[src/rtl/nearest_neighbor_downscaler_defines.svh]
// Assertion macros for the nearest-neighbor downscaler.
// Used by the top level; expects signals named clk and rst_n in scope.
`ifndef NEAREST_NEIGHBOR_DOWNSCALER_DEFINES_SVH
`define NEAREST_NEIGHBOR_DOWNSCALER_DEFINES_SVH

// Same-cycle implication, disabled during reset.
`define NND_ASSERT_NOW(label, ante, cons, msg) \
  label: assert property (@(posedge clk) disable iff (!rst_n) (ante) |-> (cons)) \
    else $error(msg);

// Next-cycle implication, disabled during reset.
`define NND_ASSERT_NEXT(label, ante, cons, msg) \
  label: assert property (@(posedge clk) disable iff (!rst_n) (ante) |=> (cons)) \
    else $error(msg);

// Next-cycle implication that is also checked while reset is asserted.
`define NND_ASSERT_RST(label, ante, cons, msg) \
  label: assert property (@(posedge clk) (ante) |=> (cons)) else $error(msg);

`endif

[src/rtl/nnd_pkg.sv]
// Shared types and constants of the nearest-neighbor downscaler.
// No dependencies; imported by the interfaces and every module.
package nnd_pkg;

  localparam int MAX_WIDTH  = 4096;
  localparam int MAX_HEIGHT = 4096;

  // Register field widths as seen on the configuration port.
  localparam int CFG_DIM_W = 13;
  localparam int PCT_W     = 7;
  localparam int PCT_FULL  = 100;
  localparam int PIX_W     = 8;

  localparam int DATA_W = 32;
  localparam int ADDR_W = 4;

  // Clamped sizes and counters.
  localparam int W_W   = $clog2(MAX_WIDTH + 1);
  localparam int H_W   = $clog2(MAX_HEIGHT + 1);
  localparam int COL_W = $clog2(MAX_WIDTH);
  localparam int ROW_W = $clog2(MAX_HEIGHT);

  // Division by 100 as multiply by ceil(2^26/100) and shift; exact for
  // products below 2^26/36, which covers sizes up to 16384 at 100 percent.
  localparam int RECIP_SHIFT = 26;
  localparam int RECIP_W     = 20;
  localparam logic [RECIP_W-1:0] RECIP_100 = RECIP_W'((2 ** RECIP_SHIFT + 99) / 100);

  // Signed error terms j*W - c*Wo and i*H - r*Ho.
  localparam int DIM_MAX_W = (W_W > H_W) ? W_W : H_W;
  localparam int ACC_W     = 2 * DIM_MAX_W + 1;
  typedef logic signed [ACC_W-1:0] acc_t;

  // Cycles that input is held off after reset or a register write.
  localparam logic [1:0] SETTLE_CYCLES = 2'd2;

  typedef enum logic [1:0] {
    REG_FRAME_WIDTH,
    REG_FRAME_HEIGHT,
    REG_SCALE_PERCENT
  } reg_idx_t;

  typedef struct packed {
    logic [PIX_W-1:0] blue;
    logic [PIX_W-1:0] green;
    logic [PIX_W-1:0] red;
  } pix_t;

  // Frame geometry and control handed from the register block to the core.
  typedef struct packed {
    logic [W_W-1:0] w;
    logic [H_W-1:0] h;
    logic [W_W-1:0] wo;
    logic [H_W-1:0] ho;
    logic           active;
    logic           settled;
    logic           restart;
  } cfg_t;

endpackage

[src/rtl/nnd_cfg.sv]
// Configuration registers and output-size computation of the downscaler.
// Depends on nnd_pkg; feeds a cfg_t bundle to nnd_core.
module nnd_cfg import nnd_pkg::*; (
  input  logic              clk,
  input  logic              rst_n,
  input  logic              psel,
  input  logic              penable,
  input  logic              pwrite,
  input  logic [ADDR_W-1:0] paddr,
  input  logic [DATA_W-1:0] pwdata,
  output logic [DATA_W-1:0] prdata,
  output logic              pready,
  output cfg_t              cfg
);

  logic [CFG_DIM_W-1:0] fw_r, fh_r;
  logic [PCT_W-1:0]     pct_r;
  logic [1:0]           settle_r;

  logic [W_W-1:0]       wc_r, wc_nxt;
  logic [H_W-1:0]       hc_r, hc_nxt;
  logic [W_W+PCT_W-1:0] wp_r;
  logic [H_W+PCT_W-1:0] hp_r;
  logic                 pok_r;
  logic [W_W-1:0]       wo_r;
  logic [H_W-1:0]       ho_r;
  logic                 active_r;

  logic [W_W+PCT_W+RECIP_W-1:0] wq;
  logic [H_W+PCT_W+RECIP_W-1:0] hq;
  logic [W_W-1:0]               wo_nxt;
  logic [H_W-1:0]               ho_nxt;

  logic     wr;
  logic     wr_valid;
  reg_idx_t idx;

  assign pready = 1'b1;
  assign wr     = psel && penable && pwrite;
  assign idx    = reg_idx_t'(paddr[ADDR_W-1:2]);

  always_comb begin
    unique case (idx)
      REG_FRAME_WIDTH, REG_FRAME_HEIGHT, REG_SCALE_PERCENT: wr_valid = wr;
      default:                                              wr_valid = 1'b0;
    endcase
  end

  always_comb begin
    unique case (idx)
      REG_FRAME_WIDTH:   prdata = DATA_W'(fw_r);
      REG_FRAME_HEIGHT:  prdata = DATA_W'(fh_r);
      REG_SCALE_PERCENT: prdata = DATA_W'(pct_r);
      default:           prdata = '0;
    endcase
  end

  always_ff @(posedge clk) begin
    if (!rst_n) begin
      fw_r     <= CFG_DIM_W'(640);
      fh_r     <= CFG_DIM_W'(480);
      pct_r    <= PCT_W'(PCT_FULL);
      settle_r <= SETTLE_CYCLES;
    end else begin
      if (wr_valid) begin
        unique case (idx)
          REG_FRAME_WIDTH:   fw_r  <= pwdata[CFG_DIM_W-1:0];
          REG_FRAME_HEIGHT:  fh_r  <= pwdata[CFG_DIM_W-1:0];
          REG_SCALE_PERCENT: pct_r <= pwdata[PCT_W-1:0];
          default:           ;
        endcase
      end
      if (wr) begin
        settle_r <= SETTLE_CYCLES;
      end else if (settle_r != 2'd0) begin
        settle_r <= settle_r - 2'd1;
      end
    end
  end

  // Clamp the sizes into 1..MAX; zero counts as one.
  always_comb begin
    if (fw_r == '0) begin
      wc_nxt = W_W'(1);
    end else if (int'(fw_r) > MAX_WIDTH) begin
      wc_nxt = W_W'(MAX_WIDTH);
    end else begin
      wc_nxt = W_W'(fw_r);
    end
    if (fh_r == '0) begin
      hc_nxt = H_W'(1);
    end else if (int'(fh_r) > MAX_HEIGHT) begin
      hc_nxt = H_W'(MAX_HEIGHT);
    end else begin
      hc_nxt = H_W'(fh_r);
    end
  end

  assign wq     = (W_W+PCT_W+RECIP_W)'(wp_r) * (W_W+PCT_W+RECIP_W)'(RECIP_100);
  assign hq     = (H_W+PCT_W+RECIP_W)'(hp_r) * (H_W+PCT_W+RECIP_W)'(RECIP_100);
  assign wo_nxt = pok_r ? W_W'(wq >> RECIP_SHIFT) : '0;
  assign ho_nxt = pok_r ? H_W'(hq >> RECIP_SHIFT) : '0;

  // Two-stage size pipeline: size times percent, then divide by 100.
  always_ff @(posedge clk) begin
    wc_r     <= wc_nxt;
    hc_r     <= hc_nxt;
    wp_r     <= (W_W+PCT_W)'(wc_nxt) * (W_W+PCT_W)'(pct_r);
    hp_r     <= (H_W+PCT_W)'(hc_nxt) * (H_W+PCT_W)'(pct_r);
    pok_r    <= (pct_r != '0) && (int'(pct_r) <= PCT_FULL);
    wo_r     <= wo_nxt;
    ho_r     <= ho_nxt;
    active_r <= (wo_nxt != '0) && (ho_nxt != '0);
  end

  always_comb begin
    cfg.w       = wc_r;
    cfg.h       = hc_r;
    cfg.wo      = wo_r;
    cfg.ho      = ho_r;
    cfg.active  = active_r;
    cfg.settled = (settle_r == 2'd0);
    cfg.restart = wr_valid;
  end

endmodule

[config.mk]
export PLATFORM = sky130hd
export DESIGN_NAME = nnd_cfg
export DESIGN_NICKNAME = d
export VERILOG_FILES = /design/src/rtl/nearest_neighbor_downscaler_defines.svh /design/src/rtl/nnd_pkg.sv /design/src/rtl/nnd_cfg.sv
export SDC_FILE = /design/constraint.sdc
export NUM_CORES = 1
export LEC_CHECK = 0
export BUFFER_PORTS_ARGS = -buffer_cell sky130_fd_sc_hd__buf_2
export CORE_MARGIN = 3
export CORE_UTILIZATION = 45
export CTS_CLUSTER_DIAMETER = 100
export DETAILED_ROUTE_END_ITERATION = 6
export SLEW_MARGIN = 20
export SYNTH_ARGS = -nofsm -noshare
export SYNTH_HDL_FRONTEND = slang
export SYNTH_SLANG_ARGS = --single-unit
[constraint.sdc]
create_clock -name clk -period 15.3 [get_ports clk]
set_clock_uncertainty 0.05 [all_clocks]
set_input_delay 1.53 -clock clk [delete_from_list [all_inputs] [get_ports clk]]
set_output_delay 1.53 -clock clk [all_outputs]
set_load 0.005 [all_outputs]
==> results of run 1 <==
## logic make-up after synthesis
logic type,count (synthesis),synth area share
and+or+nand+nor,484,0.0974
buffers and inverters,745,0.119
muxes,27,0.0112
AOI/OAI and AO/OA,199,0.0550
DFF,129,0.107
other,2,0.000311
adders and majority gates,905,0.591
xor gates and xnor gates,52,0.0189
## final timing paths
| kind | endpoint | slack, ns | cells past startpoint |
|---|---|---|---|
| hold reg to reg | fw_r[11]$_SDFFE_PN0P_ | 0.45 | 2 |
| setup reg to reg | active_r$_DFF_P_ | 7.61 | 22 |
| hold / removal | fw_r[11]$_SDFFE_PN0P_ | 0.45 | 2 |
| setup / recovery | active_r$_DFF_P_ | 7.61 | 22 |
## metrics by stage
stage               instances   util  instance area (um^2)  worst slack, ns  hold slack (ns)
finish                   3291  0.489                 25800             7.61            0.448
global route             3291  0.489                 25800             6.99            0.471
CTS                      3291  0.489                 25800             7.66            0.449
detailed placement       3259  0.477                 25200             7.66            0.438
global placement         3259  0.477                 25200             7.67            0.420
floorplan                2561      -                 24200             8.54            0.387
## state kept, by name (all words and copies together) (netlist names)
register	cells
hp_r	20
wp_r	20
pct_r	7
hc_r	13
ho_r	13
active_r	1
wc_r	13
settle_r	2
wo_r	13
fh_r	13
fw_r	13
pok_r	1
## metal layers
metal,vias up,routed length [um],track usage
met5,-,0,0
met4,0,665,0.0406
met3,43,1830,0.0273
met2,263,24600,0.331
met1,8015,25600,0.269
li1,7962,-,-
## layout by cell type, fill, tap and decap left out, drive strengths merged, types with 43 or more instances in the layout
| cell | synthesis | layout |
|---|---|---|
| and2 | 60 | 60 |
| ha | 511 | 511 |
| xnor2 | 43 | 43 |
| fa | 394 | 394 |
| buf | 22 | 97 |
| nor2 | 49 | 49 |
| nand2 | 218 | 218 |
| a21oi | 58 | 58 |
| inv | 658 | 663 |
| dfxtp | 129 | 129 |
## final cells by class
class | instances | area, um^2
timing repair buffer | 97 | 510
multi-input combinational | 1687 | 18800
sequential | 129 | 2580
tap | 688 | 861
inverter | 658 | 2470
clock buffer | 20 | 467
fill | 5003 | 27000
clock inverter | 12 | 168
## worst max-delay path: cells and delay by family (launching register included)
| kind | cells | cell delay, ns |
|---|---|---|
| AO/OA/AOI/OAI | 7 | 2.00 |
| multiplexers | 1 | 0.15 |
| flip-flops | 1 | 0.74 |
| buffers and inverters | 4 | 0.23 |
| adder cells (fa/ha/maj) | 8 | 3.59 |
| AND/OR/NAND/NOR | 2 | 0.79 |
==> flow_summary.ini, run 1 <==
[floorplanning]
start_util = 0.457
die_h_um = 238
core_area_um2 = 52900
die_area_um2 = 56500
placementRows = 84
pin_count = 129
die_x_um = 238

[routing]
wl_um = 52600
ant_nets = 0
vias = 16300
drt-initial-drc-count = 660
drc = 0
avgRoutedWirePerCell_um = 16.0
first_pass_iters = 5
vias_per_cell = 4.95

[logic_synthesis]
netlist_top_cells_count = inv_1 (658), ha_1 (511), fa_1 (394)
ys_ff_latch = 129
ys_top_cells_by_area = fa_1 (33%), ha_1 (26%), dfxtp_1 (11%)
synth_largest_area_cell = fa_1
avgSynthCellArea_um2 = 9.50
yosysWarnings = 0
async_reset_ff_frac = 0
yosysTopAreaCellShare = 0.326
synth_edf_count = 0
syn_inst = 2543
synth_most_common_cell = inv_1
synth_cell_types = 62
synth_area_um2 = 24200
seq_area_frac_synth = 0.107
synth_flop_cell = dfxtp_1

[global_route]
antenna_found_initial = 0
grt-ovfl-total = 0
grt_max_degree = 36
grt_pass1_vias = 18000
track_usage = 0.196
grt_pass1_wl_um = 89500

[run]
cap_violations = 0

[cells_and_area]
drive_above_1_share = 0.0549
area_growth_pct = 6.91
final_nets = 3536
n_antenna_cell = 0

[worst_setup_path]
cp.required_ns = 15.56
worst_setup_path_end_kind = flip-flop
critical_path.max_fanout = 9
crit_start = wp_r[11]$_DFF_P_
path_class = flip-flop to flip-flop
critPathLaunchType = flip-flop
cp_slowest_stage_delay_ns = 0.74
r2r_start = wp_r[11]$_DFF_P_
crit_chain = ha_1, inv_1, fa_1, fa_1, inv_1, fa_1, fa_1, fa_1, inv_1, fa_1, inv_1, ha_1, a21oi_1, o21ai_0, a2111oi_0, nand4_1, a31oi_1, mux2i_1, a2111oi_0, or4b_1, a2111oi_2, a32oi_1
crit_top_cell = fa_1
crit_arrival_ns = 7.96
critPathSlowestCell = dfxtp_1

[clock_tree]
clockBufferDepth = 2
insertion_delay_ns = 0.45
cts_num_sinks = 129
cts_root_buf = clkbuf_16
hold_buffers = 0
cts_resized = 0
h-tree-depth = 4
cts_buffers = 17
tritoncts = yes
cts_setup_buffers = 0
clk_pin_slew_ns = 0.06

[sta]
drv_slew = 0
setup_viol = 0
worst_pin_slew_ns = 0.925
fin_crit_sh = 0.503
fmax_ghz = 0.130
rsz0062_at_grt = false
fin_tns_setup_ns = 0
layout_min_cycle_time_ns = 7.69
hold_viol = 0
slew_headroom = 0.381

[place]
port_buffers = 87
gp_congestion = 0.855
place_hpwl_um = 44100

[min_path]
worstHoldStart = fw_r[11]$_SDFFE_PN0P_
hp-class = flip-flop to flip-flop

[outcome]
status = complete, no violations
Power of run 1 is not shown: default switching activity piles up to over one toggle a cycle in this logic, so the estimate is an artifact.
==> run 2: changes to the inputs <==
Settings changed: ABC_AREA set to 1.
Clock period 15.3 ns to 6.34 ns, I/O delays scaled along.
==> run 2 against run 1 <==
  * Critical endpoint unchanged
  * Critical path type unchanged
  * Synthesized area grew 7.7%
  * Via count grew 21%
  * Highest routed layer unchanged
  * Register-to-register slack lost 7.2 ns
==> flow_summary.ini, run 2 <==
[outcome]
status = complete, no violations

[floorplanning]
placementRows = 87
pin_count = 129
start_util = 0.458
core_area_um2 = 56800
die_area_um2 = 60800
die_x_um = 246
die_h_um = 246

[clock_tree]
hold_buffers = 0
clockBufferDepth = 2
insertion_delay_ns = 0.46
cts_buffers = 17
cts_root_buf = clkbuf_16
clk_pin_slew_ns = 0.07
h-tree-depth = 4
cts_num_sinks = 129
tritoncts = yes

[logic_synthesis]
syn_inst = 3187
yosysTopAreaCellShare = 0.303
ys_top_cells_by_area = fa_1 (30%), ha_1 (25%), inv_1 (13%)
synth_cell_types = 47
synth_flop_cell = dfxtp_1
avgSynthCellArea_um2 = 8.17
synth_largest_area_cell = fa_1
netlist_top_cells_count = inv_1 (884), nand2_1 (586), ha_1 (511)
synth_most_common_cell = inv_1
async_reset_ff_frac = 0
yosysWarnings = 0
ys_ff_latch = 129
synth_area_um2 = 26000
seq_area_frac_synth = 0.0992
synth_edf_count = 0

[worst_setup_path]
critPathSlowestCell = fa_1
critical_path.max_fanout = 6
crit_top_cell = nand2_1
cp_slowest_stage_delay_ns = 0.54
cp.required_ns = 6.65
crit_arrival_ns = 6.26
path_class = flip-flop to flip-flop
critPathLaunchType = flip-flop
r2r_setup_slack_ns = 0.39
worst_setup_path_end_kind = flip-flop

[place]
dp_cells = 4067
gp_congestion = 0.887
place_hpwl_um = 54400
port_buffers = 87

[min_path]
hp-class = input port to flip-flop

[sta]
layout_min_cycle_time_ns = 5.95
worst_pin_slew_ns = 0.852
fin_crit_sh = 0.938
setup_viol = 0
slew_headroom = 0.431
fmax_ghz = 0.168
rsz0062_at_grt = false
fin_tns_setup_ns = 0
drv_slew = 0
hold_viol = 0

[cells_and_area]
final_common_cell = inv_1
final_nets = 4276
n_antenna_cell = 0
layout_common_cells = inv_1 (884), nand2_1 (586), ha_1 (510), fa_1 (394), nor2_1 (177)
area_growth_pct = 8.87
instances_no_fill = 4099
drive_above_1_share = 0.0703
top_regs = hp_r: 20 flops, wp_r: 20 flops

[global_route]
grt_pass1_wl_um = 105000
antenna_found_initial = 0
grt_pass1_vias = 20700
track_usage = 0.220
grt_max_degree = 36
grt-ovfl-total = 0

[routing]
vias_per_cell = 4.79
drc = 0
avgRoutedWirePerCell_um = 15.3
ant_nets = 0
drt-initial-drc-count = 922
wl_um = 62500
first_pass_iters = 5
vias = 19600

[run]
cap_violations = 0
## run 2: changes by cell type in the layout (fill, tap and decap cells not counted), sizes merged, moves of 58 or more
cell   change
nor2     +138
nand2    +372
buf       +67
nand3     +58
a21oi     +65
and2      -59
inv      +234
## run 2: critical path, delay by kind of cell (launching register included)
kind / cells / cell delay [ns]
buffers and inverters: 7 / 0.68
DFF: 1 / 0.45
and+or+nand+nor: 14 / 1.35
adders and majority gates: 8 / 3.32
## run 2: cell families after synthesis
group	count (synthesis)	share of synthesized area
flip-flops	129	0.0992
AND/OR/NAND/NOR	931	0.147
AO/OA/AOI/OAI	238	0.0520
XOR/XNOR	37	0.0125
other	2	0.000289
buffers and inverters	945	0.140
adder cells (fa/ha/maj)	905	0.549
## run 2: worst paths after layout
kind	startpoint	endpoint	cells after the start
hold reg to reg	settle_r[1]$_SDFFE_PP1N_	settle_r[1]$_SDFFE_PP1N_	2
setup / recovery	wp_r[11]$_DFF_P_	active_r$_DFF_P_	29
setup reg to reg	wp_r[11]$_DFF_P_	active_r$_DFF_P_	29
hold / removal	pwdata[7]	fw_r[7]$_SDFFE_PN1P_	3
## run 2: what timing repair did
| action | 4_1_cts | 5_1_grt |
|---|---|---|
| endpoints found under the setup margin | 0 | 1 |
| setup buffers | 0 | 0 |
| gates resized for setup | 0 | 13 |
## run 2: area by class of cell
cell class                 instances  area, um^2
fill                            5645       28500
multi-input combinational       2131       19900
inverter                         887        3330
sequential                       129        2590
timing repair buffer             164        1010
tap                              756         946
clock buffer                      20         457
clock inverter                    12         109
## run 2: metal layers
| metal | vias to the layer above | wire [um] | track usage |
|---|---|---|---|
| li1 | 9907 | - | - |
| met1 | 9251 | 29800 | 0.300 |
| met2 | 404 | 28500 | 0.366 |
| met3 | 60 | 3130 | 0.0377 |
| met4 | 0 | 1110 | 0.0483 |
| met5 | - | 0 | 0 |
## run 2: through the flow
stage | utilization | hold WS [ns] | worst slack (ns) | cell area [um^2]
detailed placement | 0.488 | 0.411 | 0.149 | 27700
CTS | 0.498 | 0.338 | 0.119 | 28300
global route | 0.499 | 0.362 | 0.0133 | 28300
global placement | 0.488 | 0.399 | 0.199 | 27700
finish | 0.499 | 0.365 | 0.392 | 28300
floorplan | - | 0.373 | 0.960 | 26100
Power of run 2 is left out for the same reason.
